File: config.mk
export PLATFORM = sky130hd
export DESIGN_NAME = sensor_frame_parser_core_flat
export DESIGN_NICKNAME = d
export VERILOG_FILES = /design/src/sv/sfp_pkg.sv /design/src/sv/sfp_if.sv /design/src/sv/sfp_in_stage.sv /design/src/sv/sfp_decode.sv /design/src/sv/sfp_out_stage.sv /design/src/sv/sensor_frame_parser_core.sv /design/src/flat_wrapper.sv
export SDC_FILE = /design/constraint.sdc
export NUM_CORES = 1
export LEC_CHECK = 0
export BUFFER_PORTS_ARGS = -buffer_cell sky130_fd_sc_hd__buf_2
export CAP_MARGIN = 10
export CORE_UTILIZATION = 40
export DETAILED_ROUTE_END_ITERATION = 8
export HOLD_SLACK_MARGIN = 0.02
export SETUP_SLACK_MARGIN = 0.5
export SYNTH_ARGS = -nofsm -noshare
export SYNTH_HDL_FRONTEND = slang
export SYNTH_SLANG_ARGS = --single-unit
File: constraint.sdc
create_clock -name clk -period 5.8 [get_ports clk]
set_input_delay 1.16 -clock clk [delete_from_list [all_inputs] [get_ports clk]]
set_output_delay 1.16 -clock clk [all_outputs]
set_load 0.01 [all_outputs]
File: src/sv/sfp_pkg.sv
// Package: shared types and codes for the sensor frame parser.
`default_nettype none

package sfp_pkg;

  // Configuration register indexes
  localparam logic [1:0] REG_FRAME_ID       = 2'd0;
  localparam logic [1:0] REG_COUNT_TYPE_ONE = 2'd1;
  localparam logic [1:0] REG_COUNT_TYPE_TWO = 2'd2;

  // Result status codes
  localparam logic [1:0] ST_SAMPLE = 2'd0;
  localparam logic [1:0] ST_EMPTY  = 2'd1;
  localparam logic [1:0] ST_TRUNC  = 2'd2;
  localparam logic [1:0] ST_NONE   = 2'd3;

  // Sensor type codes with a configurable sample count
  localparam logic [7:0] KIND_ONE = 8'd1;
  localparam logic [7:0] KIND_TWO = 8'd2;

  // Reset values of the configuration registers
  localparam logic [7:0] FRAME_ID_RST       = 8'd0;
  localparam logic [3:0] COUNT_TYPE_ONE_RST = 4'd3;
  localparam logic [3:0] COUNT_TYPE_TWO_RST = 4'd6;

  typedef struct packed {
    logic [7:0] data_byte;
    logic       end_of_data;
  } item_t;

  typedef struct packed {
    logic [7:0] frame_id;
    logic [3:0] count_type_one;
    logic [3:0] count_type_two;
  } cfg_t;

  typedef struct packed {
    logic signed [15:0] sample_value;
    logic [3:0]         sample_index;
    logic [7:0]         sensor_kind;
    logic [1:0]         status;
    logic               last_of_frame;
  } res_t;

endpackage

`default_nettype wire

File: src/sv/sfp_if.sv
// Interfaces: byte input channel and result output channel.
`default_nettype none

interface sfp_in_if;
  logic       valid;
  logic       ready;
  logic [7:0] data_byte;
  logic       end_of_data;

  modport source (output valid, output data_byte, output end_of_data, input ready);
  modport sink   (input valid, input data_byte, input end_of_data, output ready);
endinterface

interface sfp_out_if;
  logic               valid;
  logic               ready;
  logic signed [15:0] sample_value;
  logic [3:0]         sample_index;
  logic [7:0]         sensor_kind;
  logic [1:0]         status;
  logic               last_of_frame;

  modport source (output valid, output sample_value, output sample_index,
                  output sensor_kind, output status, output last_of_frame,
                  input ready);
  modport sink   (input valid, input sample_value, input sample_index,
                  input sensor_kind, input status, input last_of_frame,
                  output ready);
endinterface

`default_nettype wire

File: src/sv/sfp_in_stage.sv
// Input register stage: captures one stream item per transfer.
`default_nettype none

module sfp_in_stage
  import sfp_pkg::*;
(
  input  wire logic  clk,
  input  wire logic  rst_n,
  input  wire logic  in_valid,
  output logic       in_ready,
  input  wire item_t in_item,
  input  wire logic  advance,
  output logic       item_valid,
  output item_t      item
);

  logic  valid_r;
  logic  valid_nxt;
  item_t item_r;

  // Stage frees when its item moves on
  assign in_ready   = !valid_r || advance;
  assign item_valid = valid_r;
  assign item       = item_r;

  always_comb begin
    valid_nxt = valid_r;
    if (in_valid && in_ready) begin
      valid_nxt = 1'b1;
    end else if (advance) begin
      valid_nxt = 1'b0;
    end
  end

  always_ff @(posedge clk) begin
    if (!rst_n) begin
      valid_r <= 1'b0;
    end else begin
      valid_r <= valid_nxt;
    end
  end

  // Payload, no reset needed
  always_ff @(posedge clk) begin
    if (in_valid && in_ready) begin
      item_r <= in_item;
    end
  end

endmodule

`default_nettype wire

File: src/sv/sfp_decode.sv
// Frame decoder: phase tracking and result formation for one byte.
`default_nettype none

module sfp_decode
  import sfp_pkg::*;
(
  input  wire logic  clk,
  input  wire logic  rst_n,
  input  wire logic  step,
  input  wire item_t item,
  input  wire cfg_t  cfg,
  output logic       res_valid,
  output res_t       res
);

  localparam logic [1:0] PH_HUNT = 2'd0;
  localparam logic [1:0] PH_TYPE = 2'd1;
  localparam logic [1:0] PH_LOW  = 2'd2;
  localparam logic [1:0] PH_HIGH = 2'd3;

  logic [1:0] phase_r,    phase_nxt;
  logic [7:0] kind_r,     kind_nxt;
  logic [7:0] low_r,      low_nxt;
  logic [3:0] count_r,    count_nxt;
  logic [3:0] expected_r, expected_nxt;
  logic [3:0] type_count;
  logic [4:0] count_inc;
  logic       sample_last;

  // Sample count announced by the type byte
  always_comb begin
    if (item.data_byte == KIND_ONE) begin
      type_count = cfg.count_type_one;
    end else if (item.data_byte == KIND_TWO) begin
      type_count = cfg.count_type_two;
    end else begin
      type_count = 4'd0;
    end
  end

  assign count_inc   = {1'b0, count_r} + 5'd1;
  assign sample_last = count_inc >= {1'b0, expected_r};

  // Next state and result
  always_comb begin
    phase_nxt    = phase_r;
    kind_nxt     = kind_r;
    low_nxt      = low_r;
    count_nxt    = count_r;
    expected_nxt = expected_r;
    res_valid    = 1'b0;
    res          = '0;
    if (item.end_of_data) begin
      res_valid         = 1'b1;
      res.last_of_frame = 1'b1;
      if (phase_r == PH_HUNT) begin
        res.status = ST_NONE;
      end else begin
        res.status = ST_TRUNC;
        if (phase_r != PH_TYPE) begin
          res.sample_index = count_r;
          res.sensor_kind  = kind_r;
        end
      end
      phase_nxt = PH_HUNT;
      count_nxt = 4'd0;
    end else begin
      case (phase_r)
        PH_HUNT: begin
          if (item.data_byte == cfg.frame_id) begin
            phase_nxt = PH_TYPE;
          end
        end
        PH_TYPE: begin
          kind_nxt     = item.data_byte;
          count_nxt    = 4'd0;
          expected_nxt = type_count;
          if (type_count == 4'd0) begin
            // unknown type or zero count: one empty-frame status
            res_valid         = 1'b1;
            res.sensor_kind   = item.data_byte;
            res.status        = ST_EMPTY;
            res.last_of_frame = 1'b1;
            phase_nxt         = PH_HUNT;
          end else begin
            phase_nxt = PH_LOW;
          end
        end
        PH_LOW: begin
          low_nxt   = item.data_byte;
          phase_nxt = PH_HIGH;
        end
        PH_HIGH: begin
          res_valid         = 1'b1;
          res.sample_value  = {item.data_byte, low_r};
          res.sample_index  = count_r;
          res.sensor_kind   = kind_r;
          res.status        = ST_SAMPLE;
          res.last_of_frame = sample_last;
          if (sample_last) begin
            phase_nxt = PH_HUNT;
            count_nxt = 4'd0;
          end else begin
            phase_nxt = PH_LOW;
            count_nxt = count_inc[3:0];
          end
        end
        default: begin
          phase_nxt = PH_HUNT;
        end
      endcase
    end
  end

  always_ff @(posedge clk) begin
    if (!rst_n) begin
      phase_r    <= PH_HUNT;
      kind_r     <= 8'd0;
      low_r      <= 8'd0;
      count_r    <= 4'd0;
      expected_r <= 4'd0;
    end else if (step) begin
      phase_r    <= phase_nxt;
      kind_r     <= kind_nxt;
      low_r      <= low_nxt;
      count_r    <= count_nxt;
      expected_r <= expected_nxt;
    end
  end

endmodule

`default_nettype wire

File: src/sv/sfp_out_stage.sv
// Result register stage: holds one result until its transfer.
`default_nettype none

module sfp_out_stage
  import sfp_pkg::*;
(
  input  wire logic clk,
  input  wire logic rst_n,
  input  wire logic load,
  input  wire res_t res,
  input  wire logic out_ready,
  output logic      out_valid,
  output res_t      out_res,
  output logic      can_take
);

  logic valid_r;
  logic valid_nxt;
  res_t res_r;

  assign can_take  = !valid_r || out_ready;
  assign out_valid = valid_r;
  assign out_res   = res_r;

  always_comb begin
    valid_nxt = valid_r;
    if (load) begin
      valid_nxt = 1'b1;
    end else if (out_ready) begin
      valid_nxt = 1'b0;
    end
  end

  always_ff @(posedge clk) begin
    if (!rst_n) begin
      valid_r <= 1'b0;
    end else begin
      valid_r <= valid_nxt;
    end
  end

  always_ff @(posedge clk) begin
    if (load) begin
      res_r <= res;
    end
  end

endmodule

`default_nettype wire

File: src/sv/sensor_frame_parser_core.sv
// Top level: sensor frame parser with input and result register stages.
//
//  channel  direction  handshake        payload
//  in_ch    in         valid/ready      data_byte, end_of_data
//  out_ch   out        valid/ready      sample_value, sample_index, sensor_kind,
//                                       status, last_of_frame
//  cfg_*    in         cfg_we           cfg_index, cfg_data
//
// One byte per cycle sustained while the result register can take a result; a
// byte is captured in the input register and its result, formed by the decode
// logic between the input and result registers, is loaded into the result
// register as the byte moves on.
// Reset clears phase, sample count and both stage valid flags and loads the
// register defaults. A stalled result holds the pipeline; the input register
// still takes a byte while its slot is free.
`default_nettype none

module sensor_frame_parser_core
  import sfp_pkg::*;
(
  input  wire logic       clk,
  input  wire logic       rst_n,
  sfp_in_if.sink          in_ch,
  sfp_out_if.source       out_ch,
  input  wire logic       cfg_we,
  input  wire logic [1:0] cfg_index,
  input  wire logic [7:0] cfg_data
);

  cfg_t  cfg_r;
  item_t in_item;
  item_t item;
  logic  item_valid;
  logic  advance;
  logic  can_take;
  logic  res_valid;
  res_t  res;
  res_t  out_res;

  // Configuration registers
  always_ff @(posedge clk) begin
    if (!rst_n) begin
      cfg_r.frame_id       <= FRAME_ID_RST;
      cfg_r.count_type_one <= COUNT_TYPE_ONE_RST;
      cfg_r.count_type_two <= COUNT_TYPE_TWO_RST;
    end else if (cfg_we) begin
      case (cfg_index)
        REG_FRAME_ID:       cfg_r.frame_id       <= cfg_data;
        REG_COUNT_TYPE_ONE: cfg_r.count_type_one <= cfg_data[3:0];
        REG_COUNT_TYPE_TWO: cfg_r.count_type_two <= cfg_data[3:0];
        default: begin
        end
      endcase
    end
  end

  assign in_item.data_byte   = in_ch.data_byte;
  assign in_item.end_of_data = in_ch.end_of_data;

  // Item moves through decode when the result slot can take it
  assign advance = item_valid && can_take;

  sfp_in_stage u_in (
    .clk        (clk),
    .rst_n      (rst_n),
    .in_valid   (in_ch.valid),
    .in_ready   (in_ch.ready),
    .in_item    (in_item),
    .advance    (advance),
    .item_valid (item_valid),
    .item       (item)
  );

  sfp_decode u_dec (
    .clk       (clk),
    .rst_n     (rst_n),
    .step      (advance),
    .item      (item),
    .cfg       (cfg_r),
    .res_valid (res_valid),
    .res       (res)
  );

  sfp_out_stage u_out (
    .clk       (clk),
    .rst_n     (rst_n),
    .load      (advance && res_valid),
    .res       (res),
    .out_ready (out_ch.ready),
    .out_valid (out_ch.valid),
    .out_res   (out_res),
    .can_take  (can_take)
  );

  assign out_ch.sample_value  = out_res.sample_value;
  assign out_ch.sample_index  = out_res.sample_index;
  assign out_ch.sensor_kind   = out_res.sensor_kind;
  assign out_ch.status        = out_res.status;
  assign out_ch.last_of_frame = out_res.last_of_frame;

endmodule

`default_nettype wire

File: src/flat_wrapper.sv
// flat-port wrapper written by rule: the top's interface ports become plain ports
module sensor_frame_parser_core_flat import sfp_pkg::*;
  (clk, rst_n, cfg_we, cfg_index, cfg_data, in_ch_valid, in_ch_data_byte, in_ch_end_of_data, in_ch_ready, out_ch_valid, out_ch_sample_value, out_ch_sample_index, out_ch_sensor_kind, out_ch_status, out_ch_last_of_frame, out_ch_ready);
  sfp_in_if in_ch_i ();
  sfp_out_if out_ch_i ();
  input  wire logic clk;
  input  wire logic rst_n;
  input  wire logic cfg_we;
  input  wire logic [1:0] cfg_index;
  input  wire logic [7:0] cfg_data;
  input wire logic [$bits(in_ch_i.valid)-1:0] in_ch_valid;
  input wire logic [$bits(in_ch_i.data_byte)-1:0] in_ch_data_byte;
  input wire logic [$bits(in_ch_i.end_of_data)-1:0] in_ch_end_of_data;
  output wire logic [$bits(in_ch_i.ready)-1:0] in_ch_ready;
  output wire logic [$bits(out_ch_i.valid)-1:0] out_ch_valid;
  output wire logic [$bits(out_ch_i.sample_value)-1:0] out_ch_sample_value;
  output wire logic [$bits(out_ch_i.sample_index)-1:0] out_ch_sample_index;
  output wire logic [$bits(out_ch_i.sensor_kind)-1:0] out_ch_sensor_kind;
  output wire logic [$bits(out_ch_i.status)-1:0] out_ch_status;
  output wire logic [$bits(out_ch_i.last_of_frame)-1:0] out_ch_last_of_frame;
  input wire logic [$bits(out_ch_i.ready)-1:0] out_ch_ready;
  assign in_ch_i.valid = in_ch_valid;
  assign in_ch_i.data_byte = in_ch_data_byte;
  assign in_ch_i.end_of_data = in_ch_end_of_data;
  assign in_ch_ready = in_ch_i.ready;
  assign out_ch_valid = out_ch_i.valid;
  assign out_ch_sample_value = out_ch_i.sample_value;
  assign out_ch_sample_index = out_ch_i.sample_index;
  assign out_ch_sensor_kind = out_ch_i.sensor_kind;
  assign out_ch_status = out_ch_i.status;
  assign out_ch_last_of_frame = out_ch_i.last_of_frame;
  assign out_ch_i.ready = out_ch_ready;
  sensor_frame_parser_core u_core (.clk(clk), .rst_n(rst_n), .in_ch(in_ch_i), .out_ch(out_ch_i), .cfg_we(cfg_we), .cfg_index(cfg_index), .cfg_data(cfg_data));
endmodule
==> impl_metrics.tcl <==
set metrics [dict create \
    status "complete, no violations" \
    syn_area_um2 3550 \
    synth_nets 330 \
    via_count 2378 \
    overflow 0 \
    grt.total_usage_pct 16.9 \
    cts_tree "built" \
    syn_to_final_growth_pct 16.0 \
    synth_cells 301 \
    synth.avg_cell_area_um2 11.8 \
    setup_viol 0 \
    worst_pin_slew_ns 1.03 \
    min_period_ns 2.91 \
    drv_slew 0 \
    crit_arrival_ns 1.75 \
    clk_pin_slew_ns 0.08 \
    synth.distinct_cells 54 \
    end_kind "output pin" \
    ctsResizeCount 0 \
    start_util_pct 40.9 \
    met2_length_mm 3.16 \
    whs_path_depth 2 \
    cp_max_fo 4 \
    wl_met1_mm 3.42 \
    relSlewSlack_pct 30.8 \
    p_leak_uw 0.00171 \
    htreeDepth 3 \
    power_density_nw_per_um2 264 \
    ys_async_sr_fraction_pct 0 \
    rows 34 \
    worstRegToRegCells 3 \
    grt_max_degree 36 \
    nNetsFinal 386 \
    ir_drop_mv 0.103 \
    critPathRequiredTime_ns 4.64 \
    setup-tns-final_ns 0 \
    dpl.hpwl_mm 4.88 \
    top_layer "met4" \
    period_share_pct 50.1 \
    io_buffer_count 56 \
    fmax_mhz 344 \
    final-hold-violation-count 0 \
    cts_buffer_depth 2 \
    numClockSinks 84 \
    cts_hold_buf 0 \
    wl_per_cell_um 15.0 \
    final_cell_mix "56 x buf_2, 44 x dfxtp_1, 40 x edfxtp_1" \
    post-place-ws_ns 2.71 \
    cts_root_buffer "clkbuf_8" \
    setup_ws_ns 2.89 \
    fp.dieW_um 96.3 \
    ant_nets 0 \
    cts_buffers 9 \
    synth_edf_count 40 \
    criticalPathCategory "input pin to output pin" \
    detail_route.first_pass.iterations 4 \
    synthFlopType "dfxtp_1" \
    final_common_cell "buf_2" \
    antenna_found_initial 0 \
    hp-class "register to register" \
    ys_ff_latch 84 \
    place.gp.congestion 0.834 \
    post_cts_buffers 0 \
    antenna_cells 0 \
    viasPerCell 5.06 \
    dieHeight_um 96.3 \
    remaining_drc_errors 0 \
    yosys_warnings 0 \
    grt_setup_unrepaired "false" \
    drt-total-wl_mm 7.07 \
    wl_met3_um 333 \
    drive_gt1_share_pct 23.2 \
    cap_violations 0 \
    grt_first_pass_wirelength_mm 11.5 \
    dieArea_um2 9260 \
    core-area_um2 8680 \
    grt_pass1_vias 2256 \
    ys_seq_area_share_pct 58.6 \
    skew_ns 0.0113 \
    start_kind "input pin" \
    clkLatencyLatePin_ns 0.36 \
    ioPinCount 57 \
    drtIter0Drc 126 \
]
-- where the power goes --
| group | switching (uW) | internal, uW | leakage [uW] |
|---|---|---|---|
| registers | 14.3 | 633 | 0.000736 |
| clock network | 218 | 170 | 0.0000928 |
| logic | 31.6 | 23.4 | 0.000881 |
-- metrics by stage --
step | util, % | power (uW) | std cells | hold slack [ns] | area, um^2
6_report | 47.5 | 1090 | 470 | 0.459 | 4120
3_3_place_gp | 45.4 | 715 | 454 | 0.444 | 3940
5_1_grt | 47.5 | 1130 | 470 | 0.475 | 4120
3_5_place_dp | 45.4 | 717 | 454 | 0.449 | 3940
4_1_cts | 47.5 | 1100 | 470 | 0.460 | 4120
2_1_floorplan | - | 689 | 301 | 0.432 | 3550
-- registers in the layout (all words and copies together), names as in the netlist, 2 cells and up --
register,cells
u_core.u_dec.count_r,4
u_core.u_dec.expected_r,4
u_core.u_in.item,9
u_core.u_dec.kind_r,8
u_core.cfg_r,16
u_core.u_dec.phase_r,2
u_core.u_dec.low_r,8
u_core.u_out.out_res,31
-- synthesized netlist by cell type, types with 2 or more instances --
| cell | count | share of area (%) |
|---|---|---|
| a21oi_1 | 6 | 0.85 |
| a22o_1 | 8 | 2.0 |
| a22oi_1 | 4 | 0.85 |
| a31oi_1 | 5 | 0.88 |
| and2_1 | 22 | 3.9 |
| and3_1 | 2 | 0.35 |
| buf_2 | 4 | 0.56 |
| clkbuf_1 | 7 | 0.74 |
| dfxtp_1 | 44 | 25 |
| edfxtp_1 | 40 | 34 |
| ha_1 | 5 | 1.8 |
| inv_1 | 3 | 0.32 |
| mux2i_1 | 32 | 9.0 |
| nand2_1 | 16 | 1.7 |
| nand2b_1 | 3 | 0.53 |
| nand3_1 | 5 | 0.70 |
| nand3b_1 | 4 | 0.85 |
| nor2_1 | 37 | 3.9 |
| nor3b_1 | 2 | 0.42 |
| nor4_1 | 2 | 0.35 |
| o211ai_1 | 4 | 0.85 |
| o21ai_0 | 2 | 0.28 |
| or3_1 | 5 | 0.88 |
| xor2_1 | 9 | 2.2 |
-- kinds of logic (layout without fill, tap and decap cells) --
| kind of cell | count (synthesis) | in the layout | synth area share [%] |
|---|---|---|---|
| buffers and inverters | 18 | 79 | 2.25 |
| AO/OA/AOI/OAI | 40 | 40 | 8.45 |
| XOR/XNOR | 10 | 10 | 2.46 |
| flip-flops | 84 | 84 | 58.6 |
| adder cells (fa/ha/maj) | 5 | 5 | 1.76 |
| AND/OR/NAND/NOR | 112 | 112 | 17.5 |
| multiplexers | 32 | 32 | 9.01 |
-- routing by layer --
layer  global-route usage [%]  vias to the layer above
met5                        0                        -
met4                     8.46                        0
met3                     3.08                       13
met2                     25.4                       65
met1                     23.3                     1106
li1                         -                     1194
-- worst max-delay path, stage by stage --
cell	delay, ns
buf_2	0.10
nor2b_1	0.23
nand2_1	0.09
buf_2	0.16
-- worst paths after layout --
check                                                 from                         end  slack [ns]
worst max-delay path                          out_ch_ready                 in_ch_ready        2.89
worst min-delay path            u_core.u_dec.expected_r[1]  u_core.u_dec.expected_r[1]        0.46
worst max register to register         u_core.u_in.item[0]    u_core.u_out.out_res[16]        3.39
worst min register to register  u_core.u_dec.expected_r[1]  u_core.u_dec.expected_r[1]        0.46
-- layout make-up --
cell class	instances	area, um^2
multi-input combinational	199	1410
clock inverter	6	47.5
timing repair buffer	58	295
tap	108	135
inverter	5	18.8
fill	833	4560
clock buffer	10	138
sequential	84	2080
(Power assumes the default switching activity.)
